### src/rtl/trsc_pkg.sv
// Shared constants, types and helper functions for the thermostat setpoint and relay control.
`timescale 1ns / 1ps
package trsc_pkg;

	// Field widths and setpoint range.
	localparam int SAMPLE_BITS  = 10;
	localparam int SETPOINT_MIN = 10;
	localparam int SETPOINT_MAX = 20;
	localparam int SP_W         = 5;
	localparam int DEB_W        = 10;
	localparam int BAND_W       = 8;
	localparam int RLIM_W       = 4;
	localparam int BEEP_W       = 10;
	localparam int SAVE_W       = 8;
	localparam int CFG_DATA_W   = 10;
	localparam int CFG_IDX_W    = 3;

	// Sample window center: (setpoint - REF_TEMP) * REF_STEP + REF_BASE.
	localparam int REF_TEMP   = 10;
	localparam int REF_STEP   = 20;
	localparam int REF_BASE   = 500;
	localparam int REF_OFFSET = REF_BASE - REF_TEMP * REF_STEP;
	localparam int CMP_W      = ((SAMPLE_BITS > 11) ? SAMPLE_BITS : 11) + 1;

	// Register reset values.
	localparam int DEBOUNCE_LIMIT_RESET    = 500;
	localparam int BAND_HALF_WIDTH_RESET   = 15;
	localparam int RELAY_COUNT_LIMIT_RESET = 10;
	localparam int LONG_BEEP_RESET         = 1000;
	localparam int SHORT_BEEP_RESET        = 50;
	localparam int SAVE_DELAY_RESET        = 20;
	localparam int SETPOINT_RESET          = (SETPOINT_MIN + SETPOINT_MAX) / 2;
	localparam int FILTER_RESET            = DEBOUNCE_LIMIT_RESET / 2;

	// Configuration register indexes.
	typedef enum logic [CFG_IDX_W-1:0] {
		CFG_DEBOUNCE_LIMIT    = 3'd0,
		CFG_BAND_HALF_WIDTH   = 3'd1,
		CFG_RELAY_COUNT_LIMIT = 3'd2,
		CFG_LONG_BEEP_TICKS   = 3'd3,
		CFG_SHORT_BEEP_TICKS  = 3'd4,
		CFG_SAVE_DELAY_TICKS  = 3'd5,
		CFG_INITIAL_SETPOINT  = 3'd6
	} cfg_index_t;

	// Requests from the setpoint logic to the tone unit.
	typedef struct packed {
		logic [BEEP_W-1:0] beep_len;
		logic              save_arm;
	} tone_req_t;

	// Levels from the tone unit after the tick.
	typedef struct packed {
		logic buzzer;
		logic save_pulse;
	} tone_out_t;

	// Outcome of one setpoint step.
	typedef struct packed {
		logic [SP_W-1:0] sp;
		logic            changed;
	} sp_step_t;

	// Step the setpoint by one within its range; at a limit it stays put.
	function automatic sp_step_t step_setpoint(input logic [SP_W-1:0] sp, input logic up);
		sp_step_t r;
		if (up) begin
			if (sp < SP_W'(SETPOINT_MAX)) begin
				r.sp      = sp + SP_W'(1);
				r.changed = 1'b1;
			end else begin
				r.sp      = SP_W'(SETPOINT_MAX);
				r.changed = 1'b0;
			end
		end else begin
			if (sp > SP_W'(SETPOINT_MIN)) begin
				r.sp      = sp - SP_W'(1);
				r.changed = 1'b1;
			end else begin
				r.sp      = SP_W'(SETPOINT_MIN);
				r.changed = 1'b0;
			end
		end
		return r;
	endfunction

	// A stored setpoint outside the range loads the middle of the range.
	function automatic logic [SP_W-1:0] load_setpoint(input logic [SP_W-1:0] v);
		if (v > SP_W'(SETPOINT_MAX) || v < SP_W'(SETPOINT_MIN)) begin
			return SP_W'(SETPOINT_RESET);
		end
		return v;
	endfunction

	// Larger of two beep lengths.
	function automatic logic [BEEP_W-1:0] max_beep(input logic [BEEP_W-1:0] a,
			input logic [BEEP_W-1:0] b);
		return (a > b) ? a : b;
	endfunction

endpackage

### src/rtl/trsc_debounce.sv
// Integrating button debounce with a re-arm latch.
`timescale 1ns / 1ps
module trsc_debounce (
	input  logic                      clk,
	input  logic                      arst_n,
	input  logic                      en,
	input  logic                      released,
	input  logic [trsc_pkg::DEB_W-1:0] limit,
	output logic                      fire
);
	import trsc_pkg::*;

	logic [DEB_W-1:0] filter_q, filter_d;
	logic             latched_q, latched_d;

	// Filter integrates while pressed, drains while released.
	always_comb begin
		filter_d  = filter_q;
		latched_d = latched_q;
		fire      = 1'b0;
		if (released) begin
			if (filter_q != '0) begin
				filter_d = filter_q - DEB_W'(1);
				if (filter_d == '0) begin
					latched_d = 1'b0;
				end
			end
		end else if (filter_q < limit) begin
			filter_d = filter_q + DEB_W'(1);
			if (filter_d >= limit && !latched_q) begin
				latched_d = 1'b1;
				fire      = 1'b1;
			end
		end
	end

	// State advances only when en is high.
	always_ff @(posedge clk or negedge arst_n) begin
		if (!arst_n) begin
			filter_q  <= DEB_W'(FILTER_RESET);
			latched_q <= 1'b0;
		end else if (en) begin
			filter_q  <= filter_d;
			latched_q <= latched_d;
		end
	end

endmodule

### src/rtl/trsc_relay.sv
// Sample window compare and hysteresis counter for the cooling relay.
`timescale 1ns / 1ps
module trsc_relay (
	input  logic                             clk,
	input  logic                             arst_n,
	input  logic                             en,
	input  logic                             sample_valid,
	input  logic [trsc_pkg::SAMPLE_BITS-1:0] sample,
	input  logic [trsc_pkg::SP_W-1:0]        setpoint,
	input  logic [trsc_pkg::BAND_W-1:0]      band,
	input  logic [trsc_pkg::RLIM_W-1:0]      limit,
	output logic                             relay_next
);
	import trsc_pkg::*;

	logic [RLIM_W-1:0] count_q, count_d;
	logic              relay_q;
	logic [CMP_W-1:0]  center, hi, lo, smp;

	// Window bounds around the setpoint reference; all values stay positive.
	always_comb begin
		center = CMP_W'(setpoint) * CMP_W'(REF_STEP) + CMP_W'(REF_OFFSET);
		hi     = center + CMP_W'(band);
		lo     = center - CMP_W'(band);
		smp    = CMP_W'(sample);
	end

	// Samples above the window count up toward the limit, samples below count down to zero.
	always_comb begin
		count_d    = count_q;
		relay_next = relay_q;
		if (sample_valid) begin
			if (smp > hi) begin
				if (count_q < limit) begin
					count_d = count_q + RLIM_W'(1);
				end
				if (!relay_q && count_d >= limit) begin
					relay_next = 1'b1;
				end
			end else if (smp < lo) begin
				if (count_q != '0) begin
					count_d = count_q - RLIM_W'(1);
				end
				if (relay_q && count_d == '0) begin
					relay_next = 1'b0;
				end
			end
		end
	end

	always_ff @(posedge clk or negedge arst_n) begin
		if (!arst_n) begin
			count_q <= '0;
			relay_q <= 1'b0;
		end else if (en) begin
			count_q <= count_d;
			relay_q <= relay_next;
		end
	end

endmodule

### src/rtl/trsc_tone.sv
// Beep counter, buzzer toggle and save delay on the tone time base.
`timescale 1ns / 1ps
module trsc_tone (
	input  logic                        clk,
	input  logic                        arst_n,
	input  logic                        en,
	input  logic                        tone_tick,
	input  trsc_pkg::tone_req_t         req,
	input  logic [trsc_pkg::SAVE_W-1:0] save_delay,
	output trsc_pkg::tone_out_t         tone
);
	import trsc_pkg::*;

	logic [BEEP_W-1:0] beep_q, beep_d;
	logic [SAVE_W-1:0] save_q, save_d;
	logic              buzz_q, buzz_d;

	// Apply button requests first, then the tone tick.
	always_comb begin
		beep_d          = max_beep(beep_q, req.beep_len);
		save_d          = req.save_arm ? save_delay : save_q;
		buzz_d          = buzz_q;
		tone.save_pulse = 1'b0;
		if (tone_tick) begin
			if (beep_d != '0) begin
				beep_d = beep_d - BEEP_W'(1);
				buzz_d = !buzz_q;
			end
			if (save_d != '0) begin
				save_d          = save_d - SAVE_W'(1);
				tone.save_pulse = (save_d == '0);
			end
		end
		tone.buzzer = buzz_d;
	end

	always_ff @(posedge clk or negedge arst_n) begin
		if (!arst_n) begin
			beep_q <= '0;
			save_q <= '0;
			buzz_q <= 1'b0;
		end else if (en) begin
			beep_q <= beep_d;
			save_q <= save_d;
			buzz_q <= buzz_d;
		end
	end

endmodule

### src/rtl/thermostat_setpoint_relay_control.sv
// Top level: input register, per-tick control logic and result register.
// While a result waits, one more item can still enter the input register.
// Throughput: one item per cycle unless in_stall is high.
// The setpoint, relay and tone state advance in the cycle an item moves
// from the input register into the result register.
// Reset loads control state and valid flags; the data registers have no reset.
`timescale 1ns / 1ps
module thermostat_setpoint_relay_control (
	input  logic                                clk,
	input  logic                                arst_n,
	input  logic                                in_valid,
	output logic                                in_stall,
	input  logic                                up_released,
	input  logic                                down_released,
	input  logic                                sample_valid,
	input  logic [trsc_pkg::SAMPLE_BITS-1:0]    sample,
	input  logic                                tone_tick,
	output logic                                out_valid,
	input  logic                                out_stall,
	output logic                                relay_on,
	output logic                                buzzer_level,
	output logic [trsc_pkg::SP_W-1:0]           setpoint,
	output logic                                save_request,
	input  logic                                cfg_write,
	input  logic [trsc_pkg::CFG_IDX_W-1:0]      cfg_index,
	input  logic [trsc_pkg::CFG_DATA_W-1:0]     cfg_data
);
	import trsc_pkg::*;

	// Configuration registers.
	logic [DEB_W-1:0]  debounce_limit_q;
	logic [BAND_W-1:0] band_half_width_q;
	logic [RLIM_W-1:0] relay_count_limit_q;
	logic [BEEP_W-1:0] long_beep_q;
	logic [BEEP_W-1:0] short_beep_q;
	logic [SAVE_W-1:0] save_delay_q;

	// Input register.
	logic                   valid_s1;
	logic                   up_released_s1;
	logic                   down_released_s1;
	logic                   sample_valid_s1;
	logic [SAMPLE_BITS-1:0] sample_s1;
	logic                   tone_tick_s1;

	// Result register.
	logic            out_valid_q;
	logic            relay_on_q;
	logic            buzzer_q;
	logic [SP_W-1:0] setpoint_q;
	logic            save_request_q;

	// Setpoint state and per-tick signals.
	logic [SP_W-1:0] cur_sp_q;
	logic            advance;
	logic            in_accept;
	logic            up_fire;
	logic            down_fire;
	logic            relay_next;
	sp_step_t        up_step;
	sp_step_t        down_step;
	logic [SP_W-1:0] sp_after_up;
	logic [SP_W-1:0] sp_next;
	tone_req_t       tone_req;
	tone_out_t       tone;

	// The input register empties when the result register is free or drains.
	assign advance   = valid_s1 && (!out_valid_q || !out_stall);
	assign in_stall  = valid_s1 && out_valid_q && out_stall;
	assign in_accept = in_valid && !in_stall;

	always_ff @(posedge clk or negedge arst_n) begin
		if (!arst_n) begin
			valid_s1 <= 1'b0;
		end else if (in_accept) begin
			valid_s1 <= 1'b1;
		end else if (advance) begin
			valid_s1 <= 1'b0;
		end
	end

	always_ff @(posedge clk) begin
		if (in_accept) begin
			up_released_s1   <= up_released;
			down_released_s1 <= down_released;
			sample_valid_s1  <= sample_valid;
			sample_s1        <= sample;
			tone_tick_s1     <= tone_tick;
		end
	end

	// Sample check against the setpoint before any button step.
	trsc_relay u_relay (
		.clk          (clk),
		.arst_n       (arst_n),
		.en           (advance),
		.sample_valid (sample_valid_s1),
		.sample       (sample_s1),
		.setpoint     (cur_sp_q),
		.band         (band_half_width_q),
		.limit        (relay_count_limit_q),
		.relay_next   (relay_next)
	);

	trsc_debounce u_up (
		.clk      (clk),
		.arst_n   (arst_n),
		.en       (advance),
		.released (up_released_s1),
		.limit    (debounce_limit_q),
		.fire     (up_fire)
	);

	trsc_debounce u_down (
		.clk      (clk),
		.arst_n   (arst_n),
		.en       (advance),
		.released (down_released_s1),
		.limit    (debounce_limit_q),
		.fire     (down_fire)
	);

	// Up press, then down press; each press asks for a beep, a long one at a limit.
	always_comb begin
		up_step     = step_setpoint(cur_sp_q, 1'b1);
		sp_after_up = up_fire ? up_step.sp : cur_sp_q;
		down_step   = step_setpoint(sp_after_up, 1'b0);
		sp_next     = down_fire ? down_step.sp : sp_after_up;
		tone_req.beep_len = '0;
		tone_req.save_arm = 1'b0;
		if (up_fire) begin
			tone_req.beep_len = up_step.changed ? short_beep_q : long_beep_q;
			tone_req.save_arm = up_step.changed;
		end
		if (down_fire) begin
			tone_req.beep_len = max_beep(tone_req.beep_len,
				down_step.changed ? short_beep_q : long_beep_q);
			tone_req.save_arm = tone_req.save_arm || down_step.changed;
		end
	end

	trsc_tone u_tone (
		.clk        (clk),
		.arst_n     (arst_n),
		.en         (advance),
		.tone_tick  (tone_tick_s1),
		.req        (tone_req),
		.save_delay (save_delay_q),
		.tone       (tone)
	);

	// Configuration writes; a setpoint write only loads the current setpoint.
	always_ff @(posedge clk or negedge arst_n) begin
		if (!arst_n) begin
			debounce_limit_q    <= DEB_W'(DEBOUNCE_LIMIT_RESET);
			band_half_width_q   <= BAND_W'(BAND_HALF_WIDTH_RESET);
			relay_count_limit_q <= RLIM_W'(RELAY_COUNT_LIMIT_RESET);
			long_beep_q         <= BEEP_W'(LONG_BEEP_RESET);
			short_beep_q        <= BEEP_W'(SHORT_BEEP_RESET);
			save_delay_q        <= SAVE_W'(SAVE_DELAY_RESET);
		end else if (cfg_write) begin
			case (cfg_index_t'(cfg_index))
				CFG_DEBOUNCE_LIMIT: begin
					debounce_limit_q <= cfg_data[DEB_W-1:0];
				end
				CFG_BAND_HALF_WIDTH: begin
					band_half_width_q <= cfg_data[BAND_W-1:0];
				end
				CFG_RELAY_COUNT_LIMIT: begin
					relay_count_limit_q <= cfg_data[RLIM_W-1:0];
				end
				CFG_LONG_BEEP_TICKS: begin
					long_beep_q <= cfg_data[BEEP_W-1:0];
				end
				CFG_SHORT_BEEP_TICKS: begin
					short_beep_q <= cfg_data[BEEP_W-1:0];
				end
				CFG_SAVE_DELAY_TICKS: begin
					save_delay_q <= cfg_data[SAVE_W-1:0];
				end
				default: begin
					// The stored setpoint is loaded into the current setpoint below.
				end
			endcase
		end
	end

	// Current setpoint: loaded by a configuration write, stepped by buttons.
	always_ff @(posedge clk or negedge arst_n) begin
		if (!arst_n) begin
			cur_sp_q <= SP_W'(SETPOINT_RESET);
		end else if (cfg_write && cfg_index_t'(cfg_index) == CFG_INITIAL_SETPOINT) begin
			cur_sp_q <= load_setpoint(cfg_data[SP_W-1:0]);
		end else if (advance) begin
			cur_sp_q <= sp_next;
		end
	end

	// Result register.
	always_ff @(posedge clk or negedge arst_n) begin
		if (!arst_n) begin
			out_valid_q <= 1'b0;
		end else if (advance) begin
			out_valid_q <= 1'b1;
		end else if (!out_stall) begin
			out_valid_q <= 1'b0;
		end
	end

	always_ff @(posedge clk) begin
		if (advance) begin
			relay_on_q     <= relay_next;
			buzzer_q       <= tone.buzzer;
			setpoint_q     <= sp_next;
			save_request_q <= tone.save_pulse;
		end
	end

	assign out_valid    = out_valid_q;
	assign relay_on     = relay_on_q;
	assign buzzer_level = buzzer_q;
	assign setpoint     = setpoint_q;
	assign save_request = save_request_q;

endmodule

### config.mk
export PLATFORM = sky130hd
export DESIGN_NAME = thermostat_setpoint_relay_control
export DESIGN_NICKNAME = d
export VERILOG_FILES = /design/src/rtl/trsc_pkg.sv /design/src/rtl/trsc_debounce.sv /design/src/rtl/trsc_relay.sv /design/src/rtl/trsc_tone.sv /design/src/rtl/thermostat_setpoint_relay_control.sv
export SDC_FILE = /design/constraint.sdc
export NUM_CORES = 1
export LEC_CHECK = 0
export ABC_AREA = 0
export BUFFER_PORTS_ARGS = -buffer_cell sky130_fd_sc_hd__buf_2
export CAP_MARGIN = 20
export CORE_AREA = 4 4 172 174
export CTS_BUF_LIST = sky130_fd_sc_hd__clkbuf_4
export CTS_CLUSTER_DIAMETER = 60
export DETAILED_ROUTE_END_ITERATION = 6
export DIE_AREA = 0 0 176 178
export SYNTH_ARGS = -nofsm -noshare
export SYNTH_HDL_FRONTEND = slang
export SYNTH_HIERARCHICAL = 1
export SYNTH_SLANG_ARGS = --single-unit
export TNS_END_PERCENT = 30
### constraint.sdc
create_clock -name clk -period 8.5 [get_ports clk]
set_input_delay 2.125 -clock clk [delete_from_list [all_inputs] [get_ports clk]]
set_output_delay 2.125 -clock clk [all_outputs]
set_load 0.02 [all_outputs]
==> results of run 1 <==
[cell families (layout without fill, tap and decap cells)]
kind of cell / count (synthesis) / count (layout) / share of synthesized area [%]
other: 0 / 1 / 0
XOR/XNOR: 64 / 64 / 5.20
adder cells (fa/ha/maj): 125 / 125 / 14.2
flip-flops: 125 / 125 / 29.6
multiplexers: 75 / 75 / 7.39
AO/OA/AOI/OAI: 304 / 305 / 19.2
buffers and inverters: 150 / 273 / 6.55
AND/OR/NAND/NOR: 362 / 363 / 17.8
[per-layer routing]
metal  vias up  GRT usage (%)  share of wire (%)
met2       214           31.1                 48
met4         0           4.00                1.7
met3        40           2.82                3.4
met1      4649           25.4                 47
li1       4665              -                  -
met5         -              0                  0
[worst max-delay path: cells and delay by family, from the launching register on]
family | cells | cell delay, ns
AO/OA/AOI/OAI | 15 | 3.01
AND/OR/NAND/NOR | 11 | 1.82
buffers and inverters | 9 | 1.32
adder cells (fa/ha/maj) | 5 | 1.25
flip-flops | 1 | 0.58
XOR/XNOR | 1 | 0.16
multiplexers | 1 | 0.07
[stage by stage]
stage               instance area (um2)  hold WS (ns)  worst slack, ns  utilization [%]
global placement                  12100         0.468            0.261             43.7
CTS                               12400         0.507           0.0137             44.7
global route                      12900         0.523           -0.231             46.5
floorplan                         11100         0.449          0.00493                -
detailed placement                12100         0.479          -0.0597             43.7
finish                            12900         0.504            0.154             46.5
[final timing paths]
check,end,slack [ns]
max in group asynchronous,short_beep_q[0],5.70
setup reg to reg,u_tone/beep_q[7],0.15
hold / removal,u_tone/save_q[6],0.50
hold reg to reg,u_tone/save_q[6],0.50
min in group asynchronous,u_down/filter_q[8],1.66
setup / recovery,u_tone/beep_q[7],0.15
[final cells by class]
| type | instances | area share [%] |
|---|---|---|
| inverter | 90 | 2.61 |
| tap | 378 | 3.66 |
| clock inverter | 14 | 0.842 |
| multi-input combinational | 932 | 58.1 |
| clock buffer | 18 | 1.04 |
| timing repair buffer | 151 | 8.35 |
| sequential | 125 | 25.4 |
| antenna | 1 | 0.0194 |
[flip-flops by register name, indices dropped and copies added (netlist names), 4 cells and up]
name / flops
debounce_limit_q: 10
long_beep_q: 10
sample_s1: 10
short_beep_q: 10
u_down/filter_q: 10
u_tone/beep_q: 10
u_up/filter_q: 10
band_half_width_q: 8
save_delay_q: 8
u_tone/save_q: 8
cur_sp_q: 5
setpoint: 5
relay_count_limit_q: 4
u_relay/count_q: 4
[cell usage in the layout, fill, tap and decap left out, drive strengths merged, types with 13 or more instances in the layout]
cell type	count
a211oi	15
a21oi	65
a31oi	19
and2	16
buf	149
clkbuf	19
dfrtp	64
dfstp	39
edfxtp	22
ha	123
inv	99
mux2	55
mux2i	20
nand2	77
nand2b	14
nand3	50
nand4	16
nor2	69
nor3	37
o211ai	17
o21ai	68
o22ai	13
xnor2	46
xor2	17
[what timing repair did]
action	CTS	global route
pin swaps	3	24
gates cloned	0	3
hold buffers	0	0
buffers inserted	1	15
gates resized for setup	5	60
setup endpoints to repair	6	11
==> impl_metrics.json, run 1 <==
{
  "status": "completed",
  "relSlewSlack_pct": 34.3,
  "cts_root_buf": "clkbuf_4",
  "cts_made_buffers": 17,
  "tns_ns": 0,
  "yosysMostFrequentCell": "ha_1",
  "grt_usage_pct": 18.5,
  "fp-row-count": 61,
  "yosys_warnings": 6,
  "setup_violations": 0,
  "fp.dieH_um": 178,
  "hold_depth": 2,
  "period_minus_slack_ns": 8.35,
  "syn_avg_cell_area_um2": 9.21,
  "ys_async_sr_fraction_pct": 82.4,
  "ant_nets": 0,
  "finalNonFillerCells": 1709,
  "cpMaxStageDelayCell": "dfstp_2",
  "drt_iter0_drc": 767,
  "reg2reg_depth": 42,
  "synth.area.top_cells": "dfrtp_1 14%, ha_1 14%, dfstp_2 9.2%",
  "port-buffer-count": 41,
  "nFillCells": 2716,
  "hp-start": "u_tone/save_q[6]",
  "grt_pass1_vias": 9117,
  "multiInputGateArea_um2": 7510,
  "wl_per_cell_um": 17.3,
  "rsz0062_at_grt": "true",
  "report.final.slew_viol_count": 0,
  "first_pass_iters": 7,
  "die_area_um2": 31300,
  "clkLatencyLatePin_ns": 0.56,
  "seqCellArea_um2": 3290,
  "io_pins": 42,
  "synth_top_cell_by_area": "dfrtp_1",
  "arrival_ns": 8.77,
  "ys.flop_type": "dfrtp_1",
  "synth_area_um2": 11100,
  "die_x_um": 176,
  "cts_tree": "built",
  "gp_congestion": 0.876,
  "clk_pin_slew_worst_paths_ns": 0.13,
  "clk_path_buf_depth": 2,
  "netlist_instances": 1205,
  "drcViolationCount": 0,
  "crit_fanout": 6,
  "vias_per_cell": 5.60,
  "area.growth.synth_to_final_pct": 16.6,
  "overflow": 0,
  "vias": 9568,
  "yosys.area.top_type_share_pct": 14.4,
  "timing.rr.start": "u_up/filter_q[4]",
  "grt_max_degree": 60,
  "synth-edff-count": 22,
  "ys_ff_latch": 125,
  "max_freq_ghz": 0.120,
  "worstPathRequired_ns": 8.93,
  "yosys.cell_types.count": 103,
  "clkSinkCount": 125,
  "crit_path_end_kind": "flop",
  "start_util_pct": 39.9,
  "cp-startpoint": "u_up/filter_q[4]",
  "hpwl_um": 21500,
  "crit_top_cell": "buf_4",
  "drv_cap": 0,
  "grt_pass1_wl_um": 47300,
  "fin_nets": 1474,
  "h-tree-depth": 4,
  "wl_um": 29600,
  "dpl.cell_count": 1656,
  "finalClockSkew_ns": 0.0403,
  "period_share_pct": 98.2,
  "final_hold_viol_count": 0,
  "synthesis.nets": 1362,
  "drive_gt1_share_pct": 28.4,
  "cpPeakStageDelay_ns": 0.58,
  "holdCritPathClass": "reg2reg",
  "antenna_found_initial": 1,
  "coreArea_um2": 27800,
  "synth_common_cells": "123 x ha_1, 89 x inv_1, 77 x nand2_1",
  "worstSetupPathType": "reg2reg",
  "tightest_slew_ns": 0.986,
  "synth_seq_area_share_pct": 29.6,
  "start_kind": "flop"
}
Power of run 1 is not shown: default switching activity piles up to over one toggle a cycle in this logic, so the estimate is an artifact.
==> run 2: changes to the inputs <==
--- a/config.mk
+++ b/config.mk
@@ -9,7 +9,7 @@
 export BUFFER_PORTS_ARGS = -buffer_cell sky130_fd_sc_hd__buf_2
 export CAP_MARGIN = 20
 export CORE_AREA = 4 4 172 174
-export CTS_BUF_LIST = sky130_fd_sc_hd__clkbuf_4
+export CTS_BUF_LIST = sky130_fd_sc_hd__clkbuf_2 sky130_fd_sc_hd__clkbuf_4 sky130_fd_sc_hd__clkbuf_8
 export CTS_CLUSTER_DIAMETER = 60
 export DETAILED_ROUTE_END_ITERATION = 6
 export DIE_AREA = 0 0 176 178
==> run 2 against run 1 <==
  * Sequential share of layout area down 0.55 points
  * Critical path depth fell by 1
  * Routed wire length is 0.87% higher
  * Highest routed layer unchanged
  * Die area stayed put
  * Largest cell class unchanged
  * Worst setup slack worse by 0.089 ns
  * Cell count grew 0.29%
  * Critical path type unchanged
  * Sequential cell count did not move
==> impl_metrics.json, run 2 (same netlist as run 1, synthesis figures left out) <==
{
  "fp.dieH_um": 178,
  "hpwl_um": 21500,
  "coreArea_um2": 27800,
  "clkSinkCount": 125,
  "vias_per_cell": 5.62,
  "final_hold_viol_count": 0,
  "area.growth.synth_to_final_pct": 19.2,
  "wl_met3_um": 1250,
  "period_minus_slack_ns": 8.44,
  "port-buffer-count": 41,
  "reg2reg_slack_ns": 0.06,
  "crit_fanout": 6,
  "most-common-layout-cells": "109 x ha_1, 108 x buf_4, 83 x inv_1",
  "cp-startpoint": "u_up/filter_q[5]",
  "worstSetupEndpoint": "u_tone/beep_q[7]",
  "grt_usage_pct": 18.6,
  "finalClockSkew_ns": 0.0238,
  "drv_cap": 0,
  "status": "completed",
  "wl_met1_um": 13700,
  "vias": 9641,
  "report.final.slew_viol_count": 0,
  "io_pins": 42,
  "rsz0062_at_grt": "true",
  "grt_pass1_vias": 9095,
  "highest_layer": "met4",
  "worstPathRequired_ns": 8.84,
  "wl_per_cell_um": 17.4,
  "cts_made_buffers": 17,
  "final_common_cell": "ha_1",
  "dpl-instance-area_um2": 12100,
  "overflow": 0,
  "nFillCells": 2687,
  "timing.rr.start": "u_up/filter_q[5]",
  "h-tree-depth": 4,
  "r2r_end": "u_tone/beep_q[7]",
  "fin_nets": 1480,
  "gp_congestion": 0.876,
  "worstSetupPathType": "reg2reg",
  "arrival_ns": 8.77,
  "cts_tree": "built",
  "first_pass_iters": 5,
  "relSlewSlack_pct": 32.1,
  "drive_gt1_share_pct": 30.2,
  "start_util_pct": 39.9,
  "start_kind": "flop",
  "grt_max_degree": 60,
  "route.met2.wl_um": 14400,
  "die_area_um2": 31300,
  "setup_violations": 0,
  "wl_um": 29800,
  "die_x_um": 176,
  "cpPeakStageDelay_ns": 0.61,
  "ant_nets": 0,
  "drt_iter0_drc": 718,
  "antenna_found_initial": 0,
  "drcViolationCount": 0,
  "reg2reg_depth": 41,
  "antenna_cells": 0,
  "grt_pass1_wl_um": 47300,
  "clkLatencyLatePin_ns": 0.46,
  "period_share_pct": 99.2,
  "cts_root_buf": "clkbuf_8",
  "holdCritPathClass": "reg2reg",
  "tightest_slew_ns": 1.02,
  "fp-row-count": 61,
  "crit_path_end_kind": "flop",
  "clk_path_buf_depth": 2,
  "clk_pin_slew_worst_paths_ns": 0.08,
  "design_area_um2": 13200,
  "cpMaxStageDelayCell": "dfstp_2",
  "max_freq_ghz": 0.119
}
## run 2: changes by cell type in the layout (fill, tap and decap cells not counted), sizes merged
cell / before / now
buf: 149 / 154
clkbuf: 19 / 20
clkinv: 5 / 4
diode: 1 / 0
dlymetal6s2s: 0 / 1
## run 2: what timing repair did
action | 4_1_cts | 5_1_grt
hold buffers | 0 | 0
setup endpoints to repair | 6 | 11
pin swaps | 2 | 44
resized for setup | 3 | 94
gates cloned | 0 | 4
setup buffers | 0 | 21
## run 2: worst max-delay path: cells and delay by family, from the launching register on
kind	cells	cell delay (ns)
AOI/OAI and AO/OA	15	3.14
xor gates and xnor gates	1	0.25
adders and majority gates	5	1.23
buffers and inverters	7	1.09
DFF	1	0.61
muxes	1	0.07
and+or+nand+nor	12	1.92
## run 2: cell type report
class | count | area [um2] | area share [%]
Tap cell | 378 | 473 | 3.58
Clock inverter | 13 | 105 | 0.795
Sequential cell | 125 | 3290 | 24.9
Timing Repair Buffer | 157 | 1120 | 8.51
Multi-Input combinational cell | 932 | 7640 | 57.8
Inverter | 90 | 338 | 2.56
Clock buffer | 19 | 255 | 1.93
## run 2: worst min-delay path by stage
stage,start,cells past startpoint,slack [ns],endpoint
after CTS,u_tone/save_q[6],2,0.50,u_tone/save_q[6]
after detailed placement,u_tone/save_q[6],2,0.48,u_tone/save_q[6]
after floorplan,u_tone/save_q[6],2,0.45,u_tone/save_q[6]
after global placement,u_tone/save_q[6],2,0.47,u_tone/save_q[6]
final,u_tone/save_q[6],2,0.49,u_tone/save_q[6]
after global routing,u_tone/save_q[6],2,0.51,u_tone/save_q[6]
## run 2: through the flow
stage	instances	hold slack, ns	util [%]	setup WS (ns)	TNS [ns]
2_1_floorplan	1205	0.449	-	0.00493	0
3_5_place_dp	1656	0.479	43.7	-0.0597	-0.0669
6_report	1714	0.491	47.6	0.0646	0
3_3_place_gp	1656	0.468	43.7	0.261	0
4_1_cts	1688	0.497	45.0	0.00383	0
5_1_grt	1714	0.515	47.6	-0.256	-2.11
## run 2: metal layers
layer	up-vias	track usage [%]
li1	4682	-
met1	4682	25.3
met2	237	31.3
met3	40	2.90
met4	0	4.19
met5	-	0
Power of run 2 is left out for the same reason.
==> run 3: changes to the inputs <==
--- a/config.mk
+++ b/config.mk
@@ -13,6 +13,8 @@
 export CTS_CLUSTER_DIAMETER = 60
 export DETAILED_ROUTE_END_ITERATION = 6
 export DIE_AREA = 0 0 176 178
+export RECOVER_POWER = 50
+export SETUP_SLACK_MARGIN = 0.5
 export SYNTH_ARGS = -nofsm -noshare
 export SYNTH_HDL_FRONTEND = slang
 export SYNTH_HIERARCHICAL = 1
==> run 3 against run 2 <==
  * The run now ends with max-capacitance violations, max-slew violations left
  * Non-clock buffer count shrank 29
  * Clock skew shrank 0.0078 ns
  * Count of clock-buffer cells in the layout is the same
  * Cell count shrank 1.7%
  * First-iteration DRC count grew 6.4%
  * Sequential cell count is the same
  * Design area grew 0.35%
  * Utilization grew 0.17 points
  * Largest cell class unchanged
  * Fmax grew 0.24%
  * Via count shrank 1.1%
==> impl_metrics.json, run 3 (same netlist as run 1, synthesis figures left out) <==
{
  "rsz0062_at_grt": "true",
  "hold_depth": 1,
  "vias": 9539,
  "route.met2.wl_um": 14200,
  "antenna_found_initial": 4,
  "cts_root_buf": "clkbuf_8",
  "timing.rr.start": "u_up/filter_q[1]",
  "worstPathRequired_ns": 8.84,
  "drt_iter0_drc": 764,
  "worstSetupPathType": "reg2reg",
  "clkLatencyLatePin_ns": 0.45,
  "crit_fanout": 6,
  "wl_met3_um": 1560,
  "fp-row-count": 61,
  "wl_met1_um": 13800,
  "period_share_pct": 99.0,
  "cpMaxStageDelayCell": "dfstp_2",
  "wl_per_cell_um": 18.0,
  "utilization_pct": 47.7,
  "period_minus_slack_ns": 8.42,
  "grt_pass1_wl_um": 49300,
  "hp-start": "u_tone/save_q[3]",
  "grt_max_degree": 55,
  "most-common-layout-cells": "106 x ha_1, 81 x inv_1, 75 x buf_4",
  "cts_made_buffers": 17,
  "setup_violations": 0,
  "tightest_slew_ns": 3.07,
  "crit_path_end_kind": "flop",
  "hpwl_um": 21200,
  "finalWorstSetupSlack_ns": 0.0846,
  "fp.dieH_um": 178,
  "gp_congestion": 0.928,
  "arrival_ns": 8.76,
  "r2r_end": "u_tone/beep_q[1]",
  "cts_hold_buf": 0,
  "h-tree-depth": 4,
  "clk_pin_slew_worst_paths_ns": 0.09,
  "highest_layer": "met5",
  "overflow": 0,
  "area.growth.synth_to_final_pct": 19.6,
  "report.final.slew_viol_count": 118,
  "start_util_pct": 39.9,
  "violations": "max-capacitance violations, max-slew violations",
  "fin_nets": 1450,
  "start_kind": "flop",
  "die_area_um2": 31300,
  "coreArea_um2": 27800,
  "drv_cap": 3,
  "reg2reg_depth": 41,
  "io_pins": 42,
  "max_freq_ghz": 0.119,
  "clkSinkCount": 125,
  "holdWs_ns": 0.493,
  "place_ws_ns": -0.124,
  "cts_tree": "built",
  "drive_gt1_share_pct": 29.9,
  "finalClockSkew_ns": 0.0160,
  "cpPeakStageDelay_ns": 0.61,
  "clk_path_buf_depth": 2,
  "final_common_cell": "ha_1",
  "vias_per_cell": 5.66,
  "reg2reg_slack_ns": 0.08,
  "drcViolationCount": 0,
  "holdCritPathClass": "reg2reg",
  "die_x_um": 176,
  "final_hold_viol_count": 0,
  "wl_um": 30300,
  "ant_nets": 0,
  "grt_pass1_vias": 9362,
  "port-buffer-count": 41,
  "relSlewSlack_pct": -105,
  "grt_usage_pct": 19.4,
  "min_to": "u_tone/save_q[3]",
  "status": "finished with violations",
  "first_pass_iters": 5
}
## run 3: changes by cell type in the layout (fill, tap and decap cells not counted), sizes merged
cell          change
a41oi             -1
buf              -32
bufbuf            -1
bufinv            +3
clkbuf            +5
clkinv            +1
clkinvlp          +2
diode             +1
dlymetal6s2s      -1
inv               -6
## run 3: critical path, delay by kind of cell (launching register included)
| kind | cells | cell delay, ns |
|---|---|---|
| AOI/OAI and AO/OA | 12 | 2.42 |
| and+or+nand+nor | 9 | 1.60 |
| adders and majority gates | 6 | 1.48 |
| buffers and inverters | 11 | 1.47 |
| muxes | 3 | 0.69 |
| DFF | 1 | 0.61 |
## run 3: area by class of cell
type                            instances  area, um2
Multi-Input combinational cell        931       7840
Clock inverter                         13        164
Inverter                               90        338
Clock buffer                           19        255
Fill cell                            2604      14500
Sequential cell                       125       3290
Tap cell                              378        473
Timing Repair Buffer                  128        907
Antenna cell                            1       2.50
## run 3: how the worst max path moves through the flow
stage | end | startpoint | slack, ns
floorplan | u_tone/beep_q[7] | u_up/filter_q[3] | 0.50
global placement | u_tone/beep_q[6] | u_up/filter_q[7] | 0.08
detailed placement | u_tone/beep_q[6] | u_up/filter_q[7] | -0.12
CTS | u_tone/beep_q[1] | u_up/filter_q[1] | 0.41
global route | u_tone/beep_q[4] | u_up/filter_q[1] | -0.24
finish | u_tone/beep_q[1] | u_up/filter_q[1] | 0.08
## run 3: routing by layer
layer	track usage [%]	vias up
li1	-	4609
met1	25.6	4579
met2	32.2	278
met3	3.92	67
met4	5.98	6
met5	0	-
## run 3: through the flow
stage | setup TNS, ns | cells | instance area (um2)
after detailed placement | -0.360 | 1589 | 11900
after floorplan | 0 | 1205 | 11500
after CTS | 0 | 1665 | 13100
after global placement | 0 | 1589 | 11900
final | 0 | 1685 | 13300
after global routing | -1.86 | 1685 | 13300
## run 3: timing repair
item                                    CTS  global route
endpoints found under the setup margin   11            12
gates resized for setup                  70            21
gates cloned                              3             0
buffers inserted                         41            18
pin swaps                                57            33
Power of run 3 is left out for the same reason.
